### config.mk
export PLATFORM = sky130hd
export DESIGN_NAME = prsd_parser
export DESIGN_NICKNAME = d
export VERILOG_FILES = /design/src/sv/prsd_pkg.sv /design/src/sv/prsd_parser.sv
export SDC_FILE = /design/constraint.sdc
export NUM_CORES = 1
export LEC_CHECK = 0
export ABC_AREA = 1
export BUFFER_PORTS_ARGS = -buffer_cell sky130_fd_sc_hd__buf_4
export CELL_PAD_IN_SITES_DETAIL_PLACEMENT = 0
export CELL_PAD_IN_SITES_GLOBAL_PLACEMENT = 1
export CORE_MARGIN = 10
export CORE_UTILIZATION = 44
export DETAILED_ROUTE_END_ITERATION = 8
export PLACE_DENSITY_LB_ADDON = 0.15
export SETUP_SLACK_MARGIN = 0.1
export SLEW_MARGIN = 20
export SYNTH_ARGS = -nofsm -noshare
export SYNTH_HDL_FRONTEND = slang
export SYNTH_SLANG_ARGS = --single-unit
### constraint.sdc
create_clock -name clk -period 6.5 [get_ports clk]
set_clock_uncertainty 0.15 [all_clocks]
set_input_delay 0.65 -clock clk [delete_from_list [all_inputs] [get_ports clk]]
set_output_delay 0.65 -clock clk [all_outputs]
set_load 0.1 [all_outputs]
### src/sv/prsd_pkg.sv
// Shared types, constants and helper functions for the palette run-length sprite decoder.
`timescale 1ns / 1ps

package prsd_pkg;

	// Palette depth and the width of the frame pixel counters.
	localparam int PAL_ENTRIES = 256;
	localparam int PAL_AW      = $clog2(PAL_ENTRIES);
	localparam int CNT_W       = 24;

	// Fixed field widths of the stream words.
	localparam int IDX_W   = 8;
	localparam int COLOR_W = 24;
	localparam int CODE_W  = 8;
	localparam int FRAME_W = 24;
	localparam int RUN_W   = 15;
	localparam int PIX_W   = 32;
	localparam int IN_DATA_W  = 64;
	localparam int OUT_DATA_W = 48;

	// Configuration register indexes.
	localparam logic [1:0] CFG_DECODE_FORMAT = 2'd0;
	localparam logic [1:0] CFG_PIXEL_LAYOUT  = 2'd1;
	localparam logic [1:0] CFG_KEY_COLOR     = 2'd2;

	// Output pixel layouts; the unused code behaves as RGB.
	localparam logic [1:0] LAYOUT_RGB  = 2'd0;
	localparam logic [1:0] LAYOUT_RGBA = 2'd1;
	localparam logic [1:0] LAYOUT_BGRA = 2'd2;

	// Word actions carried on the input tuser.
	localparam logic [1:0] ACT_PAL_WRITE = 2'd0;
	localparam logic [1:0] ACT_DATA      = 2'd1;
	localparam logic [1:0] ACT_FRAME     = 2'd2;

	// Code byte constants.
	localparam logic [7:0] RUN_BASE      = 8'h80;
	localparam logic [7:0] HIGH_ALPHA    = 8'h40;
	localparam logic [7:0] HIGH_PLAIN    = 8'h00;
	localparam logic [7:0] ALPHA_OPAQUE  = 8'hFF;
	localparam logic [7:0] ALPHA_CLEAR   = 8'h00;

	// Parser phase.
	typedef enum logic [1:0] {
		PH_CODE  = 2'd0,
		PH_HIGH  = 2'd1,
		PH_LIT   = 2'd2,
		PH_INDEX = 2'd3
	} phase_t;

	// Kind of result leaving the parser.
	typedef enum logic [1:0] {
		RES_NONE   = 2'd0,
		RES_TRANSP = 2'd1,
		RES_LIT    = 2'd2,
		RES_ERR    = 2'd3
	} res_kind_t;

	// Parser result handed to the output stage.
	typedef struct packed {
		res_kind_t          kind;
		logic [RUN_W-1:0]   run;
		logic [7:0]         alpha;
	} result_t;

	// Palette write and read request.
	typedef struct packed {
		logic               wr;
		logic [IDX_W-1:0]   wr_index;
		logic [COLOR_W-1:0] wr_color;
		logic               rd;
		logic [IDX_W-1:0]   rd_index;
	} pal_req_t;

	// Arrange a color and alpha in the selected byte order.
	function automatic logic [PIX_W-1:0] pack_pixel(input logic [COLOR_W-1:0] rgb,
			input logic [7:0] alpha, input logic [1:0] layout);
		logic [7:0] r;
		logic [7:0] g;
		logic [7:0] b;
		logic [PIX_W-1:0] word;
		r = rgb[7:0];
		g = rgb[15:8];
		b = rgb[23:16];
		case (layout)
			LAYOUT_RGBA: word = {alpha, b, g, r};
			LAYOUT_BGRA: word = {alpha, r, g, b};
			default:     word = {8'h00, b, g, r};
		endcase
		return word;
	endfunction

endpackage

### src/sv/prsd_parser.sv
// Code stream parser: header decode, literal tracking, pixel budget and error halt.
`timescale 1ns / 1ps

module prsd_parser (
	input  logic                          clk,
	input  logic                          arst_n,
	input  logic                          en,
	input  logic                          in_valid,
	input  logic [1:0]                    action,
	input  logic [prsd_pkg::CODE_W-1:0]   code,
	input  logic [prsd_pkg::FRAME_W-1:0]  frame_pixels,
	input  logic                          decode_format,
	output prsd_pkg::result_t             res_s2
);

	localparam int RW = prsd_pkg::RUN_W;
	localparam int CW = prsd_pkg::CNT_W;

	prsd_pkg::phase_t       phase_q, nxt_phase;
	logic [7:0]             held_q, nxt_held;
	logic [7:0]             left_q, nxt_left;
	logic                   alpha_lit_q, nxt_alpha_lit;
	logic [CW-1:0]          used_q, nxt_used;
	logic [CW-1:0]          budget_q, nxt_budget;
	logic                   halted_q, nxt_halted;
	prsd_pkg::result_t      res;

	logic                   sel_run;
	logic                   sel_grp;
	logic                   sel_lit;
	logic                   bad;
	logic [RW-1:0]          run_n;
	logic [7:0]             grp_n;
	logic                   grp_alpha;
	logic [7:0]             lit_alpha;
	logic [RW-1:0]          n_eff;
	logic [CW:0]            sum;
	logic                   over;

	// Decode one word against the current phase, then apply the budget check.
	always_comb begin
		nxt_phase     = phase_q;
		nxt_held      = held_q;
		nxt_left      = left_q;
		nxt_alpha_lit = alpha_lit_q;
		nxt_used      = used_q;
		nxt_budget    = budget_q;
		nxt_halted    = halted_q;
		res.kind      = prsd_pkg::RES_NONE;
		res.run       = '0;
		res.alpha     = prsd_pkg::ALPHA_CLEAR;
		sel_run       = 1'b0;
		sel_grp       = 1'b0;
		sel_lit       = 1'b0;
		bad           = 1'b0;
		run_n         = '0;
		grp_n         = '0;
		grp_alpha     = 1'b0;
		lit_alpha     = prsd_pkg::ALPHA_OPAQUE;

		if (in_valid) begin
			case (action)
				prsd_pkg::ACT_FRAME: begin
					nxt_budget    = CW'(frame_pixels);
					nxt_used      = '0;
					nxt_phase     = prsd_pkg::PH_CODE;
					nxt_held      = '0;
					nxt_left      = '0;
					nxt_alpha_lit = 1'b0;
					nxt_halted    = 1'b0;
				end
				prsd_pkg::ACT_DATA: begin
					if (!halted_q) begin
						if (phase_q == prsd_pkg::PH_LIT) begin
							if (alpha_lit_q) begin
								nxt_held  = code;
								nxt_phase = prsd_pkg::PH_INDEX;
							end else begin
								sel_lit = 1'b1;
							end
						end else if (phase_q == prsd_pkg::PH_INDEX) begin
							sel_lit   = 1'b1;
							lit_alpha = held_q;
						end else if (!decode_format) begin
							// Byte codes: above the run base is a transparent run.
							if (code > prsd_pkg::RUN_BASE) begin
								sel_run = 1'b1;
								run_n   = {8'd0, code[6:0]};
							end else begin
								sel_grp = 1'b1;
								grp_n   = code;
							end
						end else if (phase_q == prsd_pkg::PH_CODE) begin
							nxt_held  = code;
							nxt_phase = prsd_pkg::PH_HIGH;
						end else if (code[7]) begin
							sel_run = 1'b1;
							run_n   = {code[6:0], held_q};
						end else if (code == prsd_pkg::HIGH_ALPHA) begin
							sel_grp   = 1'b1;
							grp_n     = held_q;
							grp_alpha = 1'b1;
						end else if (code == prsd_pkg::HIGH_PLAIN) begin
							sel_grp = 1'b1;
							grp_n   = held_q;
						end else begin
							bad = 1'b1;
						end
					end
				end
				default: begin
				end
			endcase
		end

		// One adder serves the budget check and the pixel count update.
		if (sel_run) begin
			n_eff = run_n;
		end else if (sel_grp) begin
			n_eff = RW'(grp_n);
		end else if (sel_lit) begin
			n_eff = RW'(1);
		end else begin
			n_eff = '0;
		end
		sum  = {1'b0, used_q} + (CW+1)'(n_eff);
		over = sum > {1'b0, budget_q};

		// Runs and literal groups are checked against the budget when announced.
		if (sel_run || sel_grp) begin
			nxt_phase = prsd_pkg::PH_CODE;
			if (n_eff != '0) begin
				if (over) begin
					bad = 1'b1;
				end else if (sel_run) begin
					nxt_used  = sum[CW-1:0];
					res.kind  = prsd_pkg::RES_TRANSP;
					res.run   = run_n;
				end else begin
					nxt_left      = grp_n;
					nxt_alpha_lit = grp_alpha;
					nxt_phase     = prsd_pkg::PH_LIT;
				end
			end
		end

		// A literal pixel consumes one entry of the announced group.
		if (sel_lit) begin
			nxt_used  = sum[CW-1:0];
			nxt_left  = left_q - 8'd1;
			nxt_phase = (left_q == 8'd1) ? prsd_pkg::PH_CODE : prsd_pkg::PH_LIT;
			res.kind  = prsd_pkg::RES_LIT;
			res.run   = RW'(1);
			res.alpha = lit_alpha;
		end

		// Bad code or overrun halts the frame and reports an error word.
		if (bad) begin
			nxt_halted = 1'b1;
			nxt_phase  = prsd_pkg::PH_CODE;
			nxt_left   = '0;
			res.kind   = prsd_pkg::RES_ERR;
			res.run    = '0;
			res.alpha  = prsd_pkg::ALPHA_CLEAR;
		end
	end

	// Parser state and the stage-two result register.
	always_ff @(posedge clk or negedge arst_n) begin
		if (!arst_n) begin
			phase_q     <= prsd_pkg::PH_CODE;
			held_q      <= '0;
			left_q      <= '0;
			alpha_lit_q <= 1'b0;
			used_q      <= '0;
			budget_q    <= '0;
			halted_q    <= 1'b0;
			res_s2      <= '{kind: prsd_pkg::RES_NONE, run: '0, alpha: prsd_pkg::ALPHA_CLEAR};
		end else if (en) begin
			phase_q     <= nxt_phase;
			held_q      <= nxt_held;
			left_q      <= nxt_left;
			alpha_lit_q <= nxt_alpha_lit;
			used_q      <= nxt_used;
			budget_q    <= nxt_budget;
			halted_q    <= nxt_halted;
			res_s2      <= res;
		end
	end

endmodule

### After elaboration in Yosys (flattened, before gate mapping)

Index checks and enable logic that the tools add are counted.

| cells by class | value |
|---|---|
| $add $sub $neg | 2 |
| $lt $le $gt $ge | 2 |
| equal/unequal tests | 16 |
| muxes and demuxes | 128 |
| reductions and logical operators | 13 |

Operator list:

| operator | number |
|---|---|
| 8-bit 2-to-1 mux | 31 |
| 24-bit 2-to-1 mux | 7 |
| 15-bit 2-to-1 mux | 9 |
| 16-bit 2-to-1 mux | 4 |
| 1-bit 2-to-1 mux | 58 |
| 25-bit 2-to-1 mux | 2 |
| 2-bit 2-to-1 mux | 14 |
| 24-bit by 15-bit adder with 25-bit output | 1 |
| 25-bit by 24-bit > comparator with 1-bit output | 1 |
| 6-bit != test, second input constant | 4 |
| 8-bit one-hot mux with 2 select lines | 1 |
| 8-bit AND reduction | 2 |
| 15-bit nonzero test | 1 |
| 3-bit != test, second input constant | 4 |
| 8-bit by 1-bit == test with 1-bit output, second input constant | 1 |
| 8-bit by 7-bit == test with 1-bit output, second input constant | 1 |
| 8-bit > comparator, second input constant | 1 |
| 8-bit zero test | 1 |
| 8-bit by 1-bit subtractor with 8-bit output, second input constant | 1 |
| 7-bit 2-to-1 mux | 1 |
| 2-bit == test, second input constant | 3 |
| 3-bit AND reduction | 2 |
| 2-bit nonzero test | 3 |
| 5-bit != test, second input constant | 1 |
| 7 further kinds | 7 |

| word-level totals | value |
|---|---|
| register bits | 93 |
| input bits | 39 |
| output and inout bits | 25 |
| logic and storage cells | 171 |

### Depth between registers and ports, before layout

Gate-level depths: netlist (run 1).

| logic depth | value |
|---|---|
| depth after elaboration | 20 |
| gate-level depth with buffers | 38 |
| depth with buffers taken out | 37 |

### Worst setup path before layout (run 1)

Ideal clock, no wire load.

| timing | value |
|---|---|
| path kind | in2reg |
| start point | in code[7] in the netlist's numbering |
| end point | reg left_q[4] |
| setup time | 125 ps |
| arrival time | 4799 ps |
| required time | 6225 ps |
| slack | 1426 ps |
| stages | 35 |
| cells stage by stage | buf_6 nand2_1 nor2_1 nand2_2 nand2_2 buf_6 o22ai_1 nand2_1 nand3_1 ha_1 fa_1 nand3_1 nand3_1 nand2_1 nand2_1 a21oi_1 o21ai_0 a21oi_1 xor2_1 inv_1 ha_1 nand2_1 inv_1 nand3_1 nor3_1 nand3_1 nor2_1 nor2_1 nor2_1 nand2_1 nand3_2 nor2_2 buf_4 nand2_1 nand3_1 |

| on the way | value |
|---|---|
| word-level cells in the longest chain between the ends | 20 |
| elaborated cells between the ends (all ways) | 68 |
| those cells by class | add/sub: 1; order compare: 2; eq/ne: 1; mux: 61; reduce/logical: 3 |

RTL lines:

| what | RTL line | RTL |
|---|---|---|
| start: declaration | prsd_parser.sv:10 | `input logic [prsd_pkg::CODE_W-1:0] code,` |
| 8-bit zero test | prsd_parser.sv:103 | `end else if (code == prsd_pkg::HIGH_PLAIN) begin` |
| 8-bit 2-to-1 mux / 1-bit 2-to-1 mux (equally long branches) | prsd_parser.sv:103 |  |
| 8-bit 2-to-1 mux / 1-bit 2-to-1 mux (equally long branches) | prsd_parser.sv:99 | `end else if (code == prsd_pkg::HIGH_ALPHA) begin` |
| 8-bit 2-to-1 mux / 1-bit 2-to-1 mux (equally long branches) | prsd_parser.sv:96 | `end else if (code[7]) begin` |
| 8-bit 2-to-1 mux / 1-bit 2-to-1 mux (equally long branches) | prsd_parser.sv:93 | `end else if (phase_q == prsd_pkg::PH_CODE) begin` |
| 8-bit 2-to-1 mux / 1-bit 2-to-1 mux (equally long branches) | prsd_parser.sv:84 | `end else if (!decode_format) begin` |
| 8-bit 2-to-1 mux / 1-bit 2-to-1 mux (equally long branches) | prsd_parser.sv:81 | `end else if (phase_q == prsd_pkg::PH_INDEX) begin` |
| 8-bit 2-to-1 mux / 1-bit 2-to-1 mux (equally long branches) | prsd_parser.sv:74 | `if (phase_q == prsd_pkg::PH_LIT) begin` |
| [... 4 more ...] | -- |  |
| 15-bit 2-to-1 mux | prsd_parser.sv:117 | `if (sel_run) begin` |
| 24-bit by 15-bit adder with 25-bit output | prsd_parser.sv:126 | `sum = {1'b0, used_q} + (CW+1)'(n_eff);` |
| 25-bit by 24-bit > comparator with 1-bit output | prsd_parser.sv:127 | `over = sum > {1'b0, budget_q};` |
| 8-bit 2-to-1 mux | prsd_parser.sv:133 | `if (over) begin` |
| 8-bit 2-to-1 mux | prsd_parser.sv:132 | `if (n_eff != '0) begin` |
| 8-bit 2-to-1 mux | prsd_parser.sv:130 | `if (sel_run \|\| sel_grp) begin` |
| 8-bit 2-to-1 mux | prsd_parser.sv:148 | `if (sel_lit) begin` |
| 8-bit 2-to-1 mux (*) | prsd_parser.sv:158 | `if (bad) begin` |
| end signal: assignment | prsd_parser.sv:182 | `left_q <= nxt_left;` |
| end: declaration | prsd_parser.sv:21 | `logic [7:0] left_q, nxt_left;` |

Mark *: on every way between the ends. The rest lies on a longest branch, timed or not.
A chain may end at the register's enable or synchronous reset.

### Final worst setup path (run 1)

| timing | value |
|---|---|
| start point | in code[4] in the netlist's numbering |
| end point | reg used_q[15] |

| on the way | value |
|---|---|
| word-level cells in the longest chain between the ends | 19 |
| elaborated cells between the ends (all ways) | 52 |
| those cells by class | add/sub: 1; order compare: 2; eq/ne: 1; mux: 45; reduce/logical: 3 |

RTL lines:

| what | RTL line | RTL |
|---|---|---|
| 8-bit zero test | prsd_parser.sv:103 |  |
| 8-bit 2-to-1 mux / 1-bit 2-to-1 mux (equally long branches) | prsd_parser.sv:103 |  |
| 8-bit 2-to-1 mux / 1-bit 2-to-1 mux (equally long branches) | prsd_parser.sv:99 |  |
| 8-bit 2-to-1 mux / 1-bit 2-to-1 mux (equally long branches) | prsd_parser.sv:96 |  |
| 8-bit 2-to-1 mux / 1-bit 2-to-1 mux (equally long branches) | prsd_parser.sv:93 |  |
| 8-bit 2-to-1 mux / 1-bit 2-to-1 mux (equally long branches) | prsd_parser.sv:84 |  |
| 8-bit 2-to-1 mux / 1-bit 2-to-1 mux (equally long branches) | prsd_parser.sv:81 |  |
| 8-bit 2-to-1 mux / 1-bit 2-to-1 mux (equally long branches) | prsd_parser.sv:74 |  |
| [... 3 more ...] | -- |  |
| 8-bit 2-to-1 mux | prsd_parser.sv:119 | `end else if (sel_grp) begin` |
| 15-bit 2-to-1 mux | prsd_parser.sv:117 |  |
| 24-bit by 15-bit adder with 25-bit output | prsd_parser.sv:126 |  |
| 25-bit by 24-bit > comparator with 1-bit output / 24-bit 2-to-1 mux (equally long branches) | prsd_parser.sv:127, prsd_parser.sv:135 |  |
| 24-bit 2-to-1 mux | prsd_parser.sv:133 |  |
| 24-bit 2-to-1 mux | prsd_parser.sv:132 |  |
| 24-bit 2-to-1 mux | prsd_parser.sv:130 |  |
| 24-bit 2-to-1 mux (*) | prsd_parser.sv:148 |  |
| end signal: assignment | prsd_parser.sv:184 | `used_q <= nxt_used;` |
| end: declaration | prsd_parser.sv:23 | `logic [CW-1:0] used_q, nxt_used;` |

Marked as above.

==> impl_metrics.ini, run 1 <==
[clocking]
cts_hold_buffers = 0
ctsRootBufferMaster = clkbuf_16
clk_pin_slew_ns = 0.07
h-tree-depth = 3
cts_tree = built
clk_latency_ns = 0.36
cts_made_buffers = 9
cts.path.max_buffers = 2
clock_sinks = 93

[die]
coreArea_mm2 = 0.0152
initial_core_util = 0.450
die_height_um = 145
die_area_mm2 = 0.0209
die_w_um = 145
ios = 64
row_count = 45

[sta]
fmax_mhz = 172
finalCritPeriodShare = 0.893
final-hold-violation-count = 0
holdWs_ns = 0.134
timing.slew.headroom = 0.379
period_needed_ns = 5.81
rsz0062_at_grt = false
setup_violations = 0
fin_setup_tns_ns = 0
worst_pin_slew_ns = 0.929
slew_viol_final = 0

[place]
routabilityCongestion = 0.961
hpwlAfterDp_mm = 15.3
io_buffers = 63

[job]
maxCapViolations = 0

[route]
initialDrtViolationCount = 574
drc = 0
routedWlPerCell_um = 16.3
wirelength_mm = 20.1
antenna_left = 0
routed.top_layer = met4
wl_met1_mm = 9.84
vias = 6469
met3RoutedLength_mm = 1.14
met2WireLength_mm = 8.67
vias_per_cell = 5.25
dr.pass1.iters = 5

[grt]
antenna_found_initial = 0
grt_pass1_wl_mm = 32.8
grt_max_degree = 52
grt_pass1_vias = 6124
grt.overflow.total = 0
grtUsageTotal = 0.199

[synthesis]
synth_area_leaders = dfrtp_1 (34%), nand2_1 (16%), ha_1 (7.5%)
syn-instance-count = 986
synthDistinctLibCells = 48
ys_async_sr_fraction = 1.00
synth_top_area_cell = dfrtp_1
syn_area_per_cell_um2 = 6.94
ys_ff_latch = 93
seq_area_frac_synth = 0.340
synth_top_area_frac = 0.340
synth_edf_count = 0
syn_nets = 1067
synth_ff_type = dfrtp_1
syn-cell-area_mm2 = 0.00684
yosysWarnings = 0

[setup_path]
crit_path_frequent_cell = nor2_1
crit_path_max_incr_delay_ns = 0.43
crit_required_ns = 6.60
worstSetupEndpointType = register
r2r_start = phase_q[1]
reg2regPathDepth = 33
cp_max_fo = 12
critPathSlowestCell = fa_1
cp.arrival_ns = 5.90
criticalPathCategory = primary input to register
r2r_slack_ns = 0.81
cp_num_buf_inv = 4
cpLargestDelayFamily = simple AND/OR/NAND/NOR gates
cp-start-kind = primary input
r2r-end = used_q[15]

[power]
total_power_mw = 1.66
p_per_area_mw_per_mm2 = 211
ir_drop_mv = 0.122
p_leak_nw = 4.29

[cells_and_area]
final_cell_mix = nand2_1 (289), inv_1 (123), dfrtp_1 (93), nand3_1 (91), buf_4 (73)
drive_above_1_share = 0.136
antenna_cells = 0
layout_commonest_cell = nand2_1
finalNetCount = 1121
area_delta_synth_final_pct = 14.8
fin_util = 0.517

[run_status]
status = finished, final reports clean

[hold_path]
hp-class = primary input to async pin
==> cell usage after synthesis, types with 2 or more instances <==
cell type	count
nand3_2	6
inv_2	12
inv_1	123
buf_1	3
dfrtp_1	93
nand2_4	3
buf_6	4
nand2_1	289
a21oi_1	43
o211ai_1	2
xnor2_1	8
nand3b_1	6
nand3_1	92
nor3_1	10
o31ai_1	5
buf_2	2
nor4_1	4
o21a_1	2
nand2_2	8
buf_4	5
nor2_2	9
nand4_1	21
o21ai_1	7
nor2_4	2
ha_1	41
xor2_1	15
o21ai_0	65
nor2_1	65
a31oi_1	2
o22ai_1	5
clkbuf_1	17
==> cell families (layout without fill, tap and decap cells) <==
| kind of cell | count (synthesis) | after routing | share of synthesized area |
|---|---|---|---|
| buffers and inverters | 168 | 227 | 0.100 |
| xor gates and xnor gates | 23 | 23 | 0.0295 |
| AOI/OAI and AO/OA | 139 | 139 | 0.111 |
| muxes | 1 | 1 | 0.00165 |
| DFF | 93 | 93 | 0.340 |
| adders and majority gates | 42 | 42 | 0.0779 |
| and+or+nand+nor | 520 | 520 | 0.339 |
==> cell type report <==
| type | count | area [um^2] |
|---|---|---|
| fillers | 1530 | 7350 |
| multi-input cells | 725 | 3880 |
| flip-flops and latches | 93 | 2330 |
| repair buffers | 74 | 568 |
| inverters | 137 | 517 |
| clock buffers | 11 | 243 |
| well taps | 188 | 235 |
| clock inverters | 5 | 82.6 |
==> worst max-delay path by stage <==
stage | startpoint | to | slack (ns) | cells past startpoint
floorplan | code[7] | left_q[4] | 1.43 | 35
global placement | code[4] | res_s2[17] | 0.21 | 36
detailed placement | code[4] | res_s2[16] | 0.1 | 36
CTS | code[4] | res_s2[17] | 0.46 | 36
global route | code[4] | used_q[18] | 0.14 | 36
finish | code[4] | used_q[15] | 0.69 | 36
==> power by group <==
part	switching, mW	internal (mW)
logic	0.258	0.133
clock network	0.244	0.350
registers	0.0366	0.637
==> per-layer routing <==
| layer | track usage | vias to the layer above |
|---|---|---|
| li1 | - | 3301 |
| met1 | 0.288 | 2954 |
| met2 | 0.296 | 179 |
| met3 | 0.0306 | 35 |
| met4 | 0.0628 | 0 |
| met5 | 0 | - |
==> what timing repair did <==
action                                  in CTS  in global routing
endpoints found under the setup margin       0                 50
resized for setup                            0                  6
buffers inserted                             0                  1
==> flip-flops by register name (all words and copies together), names as in the netlist <==
name	count
res_s2	25
used_q	24
budget_q	24
held_q	8
left_q	8
halted_q	1
phase_q	2
alpha_lit_q	1
==> through the flow <==
step,worst slack [ns],area (um^2),std cells
after floorplan,1.43,6840,986
after global placement,0.214,7470,1216
after detailed placement,0.0966,7480,1216
after CTS,0.458,7800,1232
after global routing,0.140,7850,1233
final,0.695,7850,1233
No activity file was read; power rests on OpenSTA's default activity.
==> inputs of run 2 (changes only) <==
--- a/config.mk
+++ b/config.mk
@@ -13,6 +13,7 @@
 export CORE_UTILIZATION = 44
 export DETAILED_ROUTE_END_ITERATION = 8
 export PLACE_DENSITY_LB_ADDON = 0.15
+export RECOVER_POWER = 25
 export SETUP_SLACK_MARGIN = 0.1
 export SLEW_MARGIN = 20
 export SYNTH_ARGS = -nofsm -noshare
==> impl_metrics.ini, run 2 (same netlist as run 1, synthesis figures left out) <==
[run_status]
status = complete, but fails checks
violations = capacitance limit, slew limit

[power]
p_int_mw = 1.12
seq_power_share = 0.407
switching_share = 0.325
p_sw_mw = 0.538
ir_drop_mv = 0.122
p_per_area_mw_per_mm2 = 211
p_leak_nw = 4.28
power_frac_clock = 0.358
p_comb_frac = 0.235
total_power_mw = 1.66

[die]
initial_core_util = 0.450
ios = 64
die_w_um = 145
coreArea_mm2 = 0.0152
row_count = 45
die_height_um = 145
die_area_mm2 = 0.0209

[place]
place_area_mm2 = 0.00748
routabilityCongestion = 0.961
io_buffers = 63
hpwlAfterDp_mm = 15.3

[cells_and_area]
area_delta_synth_final_pct = 14.7
multi_input_area_mm2 = 0.00388
final_cell_mix = nand2_1 (289), inv_1 (123), dfrtp_1 (93), nand3_1 (91), buf_4 (71)
n_fill_cell = 1531
finalNetCount = 1121
finish.instance_area_mm2 = 0.00785
top_regs = res_s2 (25), budget_q (24), used_q (24)
drive_above_1_share = 0.134
largest_reg_flops = 25
antenna_cells = 0
regArea_mm2 = 0.00233
regMostFlops = res_s2
fin_util = 0.516
layout_commonest_cell = nand2_1

[route]
wirelength_mm = 20.1
routedWlPerCell_um = 16.3
dr.pass1.iters = 5
initialDrtViolationCount = 574
vias_per_cell = 5.25
vias = 6471
antenna_left = 0
drc = 0

[setup_path]
cp_max_fo = 12
worstSetupEndpointType = register
crit_required_ns = 6.60
crit_path_frequent_cell = nor2_1
criticalPathCategory = primary input to register
cp-start-kind = primary input
critPathSlowestCell = fa_1
r2r_start = phase_q[1]
cp.arrival_ns = 5.90
crit_path_max_incr_delay_ns = 0.43
crit_start = code[4]

[clocking]
cts_hold_buffers = 0
cts_made_buffers = 9
clk_latency_ns = 0.36
cts.path.max_buffers = 2
clock_sinks = 93
clk_pin_slew_ns = 0.07
cts_tree = built
h-tree-depth = 3
ctsRootBufferMaster = clkbuf_16

[job]
maxCapViolations = 2

[sta]
fmax_mhz = 172
rsz0062_at_grt = false
setup_violations = 0
timing.slew.headroom = -0.836
fin_setup_tns_ns = 0
slew_viol_final = 96
finalCritPeriodShare = 0.893
period_needed_ns = 5.81
final-hold-violation-count = 0
worst_pin_slew_ns = 2.75

[grt]
antenna_found_initial = 0
grt_pass1_wl_mm = 32.8
grtUsageTotal = 0.199
grt.overflow.total = 0
grt_max_degree = 52
grt_pass1_vias = 6124

[hold_path]
min_from = res_s2[1]
hp-class = register to register
==> run 2: timing repair <==
action                                  CTS  global route
resized for setup                         0             6
buffers inserted                          0             1
endpoints found under the setup margin    0            50
==> run 2: cell type report <==
type	count	share of cell area
repair buffers	74	0.0715
clock inverters	5	0.0105
inverters	137	0.0659
flip-flops and latches	93	0.297
well taps	188	0.0300
clock buffers	11	0.0309
multi-input cells	725	0.495
==> run 2: critical path: cells and delay by family <==
family / cells / cell delay, ns
xor+xnor: 1 / 0.21
fa+ha+maj: 3 / 0.98
buf+inv: 4 / 0.58
simple gates: 23 / 2.51
compound gates: 5 / 0.94
==> run 2: routing by layer <==
| metal | track usage | vias to the layer above | share of wire |
|---|---|---|---|
| li1 | - | 3301 | - |
| met1 | 0.288 | 2949 | 0.49 |
| met2 | 0.296 | 186 | 0.43 |
| met3 | 0.0306 | 35 | 0.058 |
| met4 | 0.0628 | 0 | 0.021 |
| met5 | 0 | - | 0 |
==> run 2: power by group through the flow <==
stage | Combinational (mW) | Sequential (mW) | Clock, mW
floorplan | 0.264 | 0.682 | 0
global placement | 0.385 | 0.683 | 0
global route | 0.448 | 0.682 | 0.633
finish | 0.390 | 0.674 | 0.594
CTS | 0.388 | 0.674 | 0.608
detailed placement | 0.386 | 0.685 | 0
==> run 2: final timing paths <==
| check | to | slack [ns] | cells past startpoint |
|---|---|---|---|
| worst max register to register | used_q[15] | 0.81 | 33 |
| worst min register to register | res_s2[1] | 0.33 | 2 |
| max in group asynchronous | res_s2[9] | 1.76 | 2 |
| worst min-delay path | res_s2[1] | 0.33 | 2 |
| min in group asynchronous | budget_q[19] | 0.88 | 1 |
| worst max-delay path | used_q[15] | 0.69 | 36 |
==> run 2: per-stage QoR <==
step,std cells,worst slack [ns],hold slack [ns]
2_1_floorplan,986,1.43,0.204
3_3_place_gp,1216,0.214,0.315
5_1_grt,1233,0.140,0.346
6_report,1233,0.695,0.329
4_1_cts,1232,0.458,0.167
3_5_place_dp,1216,0.0966,0.316
